<file path="config.mk">
export PLATFORM = sky130hd
export DESIGN_NAME = rcpa_ctrl
export DESIGN_NICKNAME = d
export VERILOG_FILES = /design/src/hw/rtl/rcpa_pkg.sv /design/src/hw/rtl/rcpa_ctrl.sv
export SDC_FILE = /design/constraint.sdc
export NUM_CORES = 1
export LEC_CHECK = 0
export BUFFER_PORTS_ARGS = -buffer_cell sky130_fd_sc_hd__buf_2
export CORE_AREA = 2 2 39 41
export DETAILED_ROUTE_END_ITERATION = 6
export DIE_AREA = 0 0 41 43
export PLACE_DENSITY = 0.3
export REMOVE_ABC_BUFFERS = 1
export SETUP_SLACK_MARGIN = 0.02
export SYNTH_ARGS = -nofsm -noshare
export SYNTH_HDL_FRONTEND = slang
export SYNTH_SLANG_ARGS = --single-unit
</file>
<file path="constraint.sdc">
create_clock -name clk_i -period 2.5 [get_ports clk_i]
set_clock_uncertainty 0.15 [all_clocks]
set_input_delay 0.375 -clock clk_i [delete_from_list [all_inputs] [get_ports clk_i]]
set_output_delay 0.375 -clock clk_i [all_outputs]
set_load 0.01 [all_outputs]
</file>
<file path="src/hw/rtl/rcpa_pkg.sv">
// rcpa_pkg: shared constants, codes and types of the page allocator
// used by every module under hw/rtl except rcpa_ram; depends on nothing
`timescale 1ns / 1ps

package rcpa_pkg;

  localparam int NumPages  = 4096;
  localparam int PageBytes = 4096;
  localparam int CountBits = 8;
  localparam int AddrBits  = 24;

  localparam int PageBits = $clog2(NumPages);
  localparam int OffsBits = $clog2(PageBytes);
  localparam int TopBits  = PageBits + 1;

  localparam int CfgBits     = 12;
  localparam int ApbAddrBits = 3;
  localparam int ApbDataBits = 32;

  localparam logic [CountBits-1:0] CountMax = '1;
  localparam logic [CountBits-1:0] CountOne = CountBits'(1);

  // register index decoded from paddr[2]
  localparam logic RegFirstPage = 1'b0;
  localparam logic [CfgBits-1:0] FirstPageReset = CfgBits'(1);

  typedef enum logic [1:0] {
    OpAlloc  = 2'd0,
    OpFree   = 2'd1,
    OpAddRef = 2'd2,
    OpCopy   = 2'd3
  } op_e;

  typedef enum logic [2:0] {
    StOk        = 3'd0,
    StOom       = 3'd1,
    StBadAddr   = 3'd2,
    StUnderflow = 3'd3,
    StSaturated = 3'd4
  } status_e;

  typedef enum logic [1:0] {
    StateClear,
    StateIdle,
    StateExec,
    StateFix
  } state_e;

  // controller to datapath
  typedef struct packed {
    logic clear;
    logic accept;
    logic exec;
    logic fix;
  } cmd_t;

  // datapath to controller
  typedef struct packed {
    logic clear_last;
    logic need_fix;
  } stat_t;

  function automatic logic [AddrBits-1:0] page_to_addr(logic [PageBits-1:0] page);
    logic [PageBits+OffsBits-1:0] full;
    full = {page, {OffsBits{1'b0}}};
    return AddrBits'(full);
  endfunction

endpackage

</file>
<file path="src/hw/rtl/rcpa_ctrl.sv">
// rcpa_ctrl: sequencer of the page allocator (clear pass, accept, execute, fix-up)
// depends on rcpa_pkg
`timescale 1ns / 1ps

module rcpa_ctrl (
  input  logic           clk_i,
  input  logic           rst_ni,
  input  logic           start_i,
  input  rcpa_pkg::stat_t stat_i,
  output rcpa_pkg::cmd_t  cmd_o,
  output logic           busy_o
);

  rcpa_pkg::state_e state_q, state_d;

  always_ff @(posedge clk_i or negedge rst_ni) begin
    if (!rst_ni) begin
      state_q <= rcpa_pkg::StateClear;
    end else begin
      state_q <= state_d;
    end
  end

  always_comb begin
    state_d = state_q;
    case (state_q)
      rcpa_pkg::StateClear: begin
        if (stat_i.clear_last) state_d = rcpa_pkg::StateIdle;
      end
      rcpa_pkg::StateIdle: begin
        if (start_i) state_d = rcpa_pkg::StateExec;
      end
      rcpa_pkg::StateExec: begin
        state_d = stat_i.need_fix ? rcpa_pkg::StateFix : rcpa_pkg::StateIdle;
      end
      rcpa_pkg::StateFix: begin
        state_d = rcpa_pkg::StateIdle;
      end
      default: begin
        state_d = rcpa_pkg::StateIdle;
      end
    endcase
  end

  always_comb begin
    cmd_o  = '0;
    busy_o = 1'b1;
    case (state_q)
      rcpa_pkg::StateClear: cmd_o.clear = 1'b1;
      rcpa_pkg::StateIdle: begin
        busy_o       = 1'b0;
        cmd_o.accept = start_i;
      end
      rcpa_pkg::StateExec: cmd_o.exec = 1'b1;
      rcpa_pkg::StateFix:  cmd_o.fix  = 1'b1;
      default: begin
        busy_o = 1'b1;
      end
    endcase
  end

endmodule

</file>
==> reports/results.ini, run 1 <==
[place]
dp.cells = 43
gp_congestion = 0.6280
detailed_place_hpwl_um = 288.3
port_buffers = 9

[detailed_routing]
routed_wl_um = 366
post-route-drc-count = 0
wl_per_cell_um = 7.787
drt_iter0_drc = 0
drt.antenna.violating_nets = 0
num_vias = 154
routed_via_density = 3.277
drtPass1Iterations = 1

[synth]
synth_cells = 18
synthTopCellsByArea = dfrtp_1 29%, ha_1 29%, inv_1 8.7%, nor2b_4 8.0%, mux2i_1 5.8%
synthArstFlopShare = 1.000
synth_cell_type_count = 10
ys_ff_latch = 2
yosys.area.top_type_share = 0.2899
ys_seq_area_frac = 0.2899
synth_common_cells = 4 x ha_1, 4 x inv_1, 2 x dfrtp_1, 2 x o21ai_0
synth_ff_type = dfrtp_1
syn_area_per_cell_sq_um = 9.593
synth_top_cell_by_area = dfrtp_1
netlist_area_sq_um = 172.7
synth-edff-count = 0
yosys_warnings = 0

[worst_setup_path]
crit_path_max_fanout = 4
cp.arrival_ps = 1220
reg2reg_from = state_q[0]
path_buf_inv = 3
critPathCaptureType = primary output
cp_slowest_cell = dfrtp_1
cpMostUsedCell = inv_1
slowest_delay_ps = 390
path_cells = inv_1 > ha_1 > inv_1 > nor2_1 > buf_2
cp.required_ps = 1980
cpLargestDelayFamily = flip-flops
start_kind = flip-flop
r2r_slack_ps = 1170
cp.depth = 5
r2r_cells = 5
setup.worst_path.start = state_q[1]
worstSetupPathType = flip-flop to primary output

[cts]
worstSkewPairLatency_ps = 220
numCtsBuffers = 3
cts-root-buf = clkbuf_4
cts_sinks = 2
cts.clk_slew.worst_paths_ps = 30
cts_tree = yes
cts_buffer_depth = 2
holdBufCountCts = 1
cts_max_level = 1
post_cts_buffers = 0
cts_resized = 0

[sta]
max_slew_margin = 0.8771
final-hold-violation-count = 0
finalSetupTns_ps = 0
maxSlewViolCount = 0
min_period_over_period = 0.6976
post-route-min-period_ps = 1744
rsz0062_at_grt = false
max_freq_mhz = 573.4
worst_slew_pin_slew_ps = 182.5
setup-violations-final = 0

[cells_and_area]
largest_reg_flops = 2
utilization = 0.1953
drive_above_1_share = 0.4516
instances_no_fill = 47
nets = 42
area_delta_synth_final_pct = 56.52
antenna_cells = 0
top_regs = state_q: 2 flops
regMostFlops = state_q

[floorplan]
fp.coreArea_sq_um = 1384
start_util = 0.1248
row_count = 14
pin_count = 10
die_area_sq_um = 1763
die_x_um = 41
fp.dieH_um = 43

[global_route]
grt_usage = 0.05422
antenna_found_initial = 0
gr-total-overflow = 0
grt_pass1_vias = 160
grt_pass1_wl_um = 572
grt_max_degree = 5

[power]
powerDensity_nw_per_um2 = 1100
p_leak_nw = 0.1605
ir_drop_uv = 301.0

[status]
status = complete, no violations

[flow_run]
drv_cap = 0

[hold_path]
hp-class = primary input to async pin

==> kinds of logic (layout without fill, tap and decap cells) <==
kind of cell / Yosys count / in the layout / share of synthesized area
adder cells (fa/ha/maj): 4 / 4 / 0.2899
multiplexers: 1 / 1 / 0.05797
buffers and inverters: 4 / 17 / 0.08693
AO/OA/AOI/OAI: 4 / 4 / 0.1522
AND/OR/NAND/NOR: 3 / 3 / 0.1231
flip-flops: 2 / 2 / 0.2899
==> placed cells by master (no fill, tap or decap) <==
master,count
a21o_1,1
buf_2,9
a21oi_2,1
inv_1,4
mux2i_1,1
nor2b_4,1
o21ai_0,2
nor2_1,1
dfrtp_1,2
dlygate4sd3_1,1
clkbuf_4,3
nand2_1,1
ha_1,4
==> cell type report <==
cell class	count	area (sq um)
fillers	155	1114
clock buffers	3	22.52
flip-flops and latches	2	50.05
well taps	16	20.02
repair buffers	10	55.05
multi-input cells	12	107.6
inverters	4	15.01
==> through the flow <==
| stage | total power [mW] | hold slack [ps] | setup WS (ps) | instance area (sq um) |
|---|---|---|---|---|
| floorplan | 0.1783 | -70.59 | 1029 | 172.7 |
| global placement | 0.2305 | 11.70 | 995.3 | 237.7 |
| detailed placement | 0.2299 | 12.68 | 970.0 | 237.7 |
| CTS | 0.3094 | 300.2 | 721.7 | 270.3 |
| global route | 0.3316 | 307.2 | 630.8 | 270.3 |
| finish | 0.2973 | 317.1 | 755.9 | 270.3 |
==> layer usage <==
| metal | GRT usage | vias up | part of all wire |
|---|---|---|---|
| met3 | 0.01571 | 0 | 0.046 |
| li1 | - | 82 | - |
| met1 | 0.05145 | 68 | 0.38 |
| met4 | 0.08000 | 0 | 0 |
| met5 | 0 | - | 0 |
| met2 | 0.07188 | 4 | 0.57 |
==> where the power goes <==
part / switching, mW / internal, mW
Combinational: 0.0865 / 0.0772
Clock: 0.0189 / 0.0530
Sequential: 0.0136 / 0.0481
Total: 0.119 / 0.178
==> path summary, 6_finish.rpt <==
kind                               to
min                        state_q[0]
min in group clk_i         state_q[0]
min reg2reg                state_q[0]
max reg2reg                state_q[1]
max in group asynchronous  state_q[1]
max                          cmd_o[2]
No activity file was read; power rests on OpenSTA's default activity.
==> run 2: changes to the inputs <==
==> constraint.sdc (replaced) <==
create_clock -name clk_i -period 1.83 [get_ports clk_i]
set_clock_uncertainty 0.15 [all_clocks]
set_input_delay 0.2745 -clock clk_i [delete_from_list [all_inputs] [get_ports clk_i]]
set_output_delay 0.2745 -clock clk_i [all_outputs]
set_load 0.01 [all_outputs]
==> run 2 against run 1 <==
Against the previous run:
- die area unchanged
- wire length down 1.6%
- critical endpoint unchanged
- clock-buffer cell count unchanged
==> reports/results.ini, run 2 (same netlist as run 1, synthesis figures left out) <==
[cts]
cts.clk_slew.worst_paths_ps = 30  ; about the same
cts_max_level = 1  ; unchanged
numCtsBuffers = 3  ; unchanged
cts_tree = yes
cts_resized = 0  ; unchanged
cts_sinks = 2  ; unchanged
worstSkewPairLatency_ps = 220  ; about the same
cts-root-buf = clkbuf_4
cts_buffer_depth = 2  ; unchanged

[hold_path]
hp-class = primary input to async pin

[sta]
min_period_over_period = 0.8971
maxSlewViolCount = 0  ; unchanged
hold_ws_ps = 217.3  ; -99.72 ps
max_slew_margin = 0.8692  ; -0.007868
worst_slew_pin_slew_ps = 194.2  ; +11.68 ps
finalSetupTns_ps = 0  ; unchanged
setup-violations-final = 0  ; unchanged
max_freq_mhz = 609.1
post-route-min-period_ps = 1642
final-hold-violation-count = 0  ; unchanged
rsz0062_at_grt = false

[worst_setup_path]
cp.required_ps = 1410  ; -570 ps
path_cells = inv_1 > ha_1 > inv_1 > nor2_1 > buf_2
start_kind = flip-flop
path_buf_inv = 3  ; unchanged
crit_path_max_fanout = 4  ; unchanged
worstSetupPathType = flip-flop to primary output
cp.arrival_ps = 1220  ; about the same
critPathCaptureType = primary output
slowest_delay_ps = 390  ; about the same
cp_slowest_cell = dfrtp_1
cpMostUsedCell = inv_1
cpLargestDelayFamily = flip-flops

[power]
ir_drop_uv = 513.5  ; +71%
powerDensity_nw_per_um2 = 1507  ; +37%
p_leak_nw = 0.1605  ; unchanged

[status]
status = complete, no violations

[detailed_routing]
routed_wl_um = 360  ; -1.6%
wl_per_cell_um = 7.660  ; -1.6%
post-route-drc-count = 0  ; unchanged
drt_iter0_drc = 5  ; +5
drtPass1Iterations = 4  ; +3
drt.antenna.violating_nets = 0  ; unchanged
routed_via_density = 3.255  ; -0.65%
num_vias = 153  ; -0.65%

[cells_and_area]
drive_above_1_share = 0.4516  ; unchanged
final_cell_mix = 9 x buf_2, 4 x inv_1, 4 x ha_1
top_regs = state_q: 2 flops
final_common_cell = buf_2
area_delta_synth_final_pct = 56.52  ; unchanged
nets = 42  ; unchanged
antenna_cells = 0  ; unchanged
largest_reg_flops = 2  ; unchanged
regMostFlops = state_q

[floorplan]
start_util = 0.1248  ; unchanged
die_area_sq_um = 1763  ; unchanged
row_count = 14  ; unchanged
fp.dieH_um = 43  ; unchanged
pin_count = 10  ; unchanged
fp.coreArea_sq_um = 1384  ; unchanged
die_x_um = 41  ; unchanged

[global_route]
grt_pass1_wl_um = 607  ; +6.1%
grt_max_degree = 5  ; unchanged
gr-total-overflow = 0  ; unchanged
grt_usage = 0.05617  ; +0.001952
antenna_found_initial = 0  ; unchanged
grt_pass1_vias = 157  ; -1.9%

[place]
detailed_place_hpwl_um = 290.5  ; +0.76%
gp_congestion = 0.6479  ; +3.2%
port_buffers = 9  ; unchanged

[flow_run]
drv_cap = 0  ; unchanged

==> run 2: cell counts in the layout (fill, tap and decap cells not counted) <==
No cell type changed its count.
==> run 2: metal layers <==
layer | vias up | part of all wire | global-route usage
li1 | 83 | - | -
met1 | 66 | 0.44 | 0.06731
met2 | 4 | 0.52 | 0.07188
met3 | 0 | 0.042 | 0.01571
met4 | 0 | 0 | 0.06000
met5 | - | 0 | 0
==> run 2: power by group <==
group          switching (mW)  internal [mW]
Clock                  0.0236         0.0722
Sequential             0.0212         0.0657
Combinational           0.119          0.105
Total                   0.164          0.243
==> run 2: what timing repair did <==
action / CTS / global route
hold buffers: 1 / 0
endpoints found under the setup margin: 0 / 0
buffers inserted: 0 / 0
endpoints found under the hold margin: 2 / 0
==> run 2: worst register-to-register path: stages, from the launching register on <==
cell,delay [ps]
dfrtp_1,400
inv_1,80
ha_1,210
nor2b_4,130
a21oi_2,110
mux2i_1,200
==> run 2: path summary, 6_finish.rpt <==
check,startpoint,to,slack (ps),depth (start not counted)
hold reg to reg,state_q[1],state_q[1],470,2
setup reg to reg,state_q[0],state_q[1],450,5
setup / recovery,state_q[1],cmd_o[2],190,5
hold / removal,rst_ni,state_q[0],220,2
min in group clk_i,stat_i[1],state_q[0],270,3
max in group asynchronous,rst_ni,state_q[1],1220,2
==> run 2: final cells by class <==
cell class / instances / area (sq um)
timing repair buffer: 10 / 55.05
tap: 16 / 20.02
fill: 152 / 1114
sequential: 2 / 50.05
clock buffer: 3 / 22.52
inverter: 4 / 15.01
multi-input combinational: 12 / 107.6
==> run 2: stage by stage <==
| step | util | power (mW) | cells | instance area, sq um | worst slack, ps |
|---|---|---|---|---|---|
| after floorplan | - | 0.2436 | 18 | 172.7 | 459.6 |
| after global placement | 0.1718 | 0.3150 | 43 | 237.7 | 427.4 |
| after detailed placement | 0.1718 | 0.3162 | 43 | 237.7 | 403.2 |
| after CTS | 0.1953 | 0.4221 | 47 | 270.3 | 161.7 |
| after global routing | 0.1953 | 0.4648 | 47 | 270.3 | 91.44 |
| final | 0.1953 | 0.4074 | 47 | 270.3 | 188.2 |
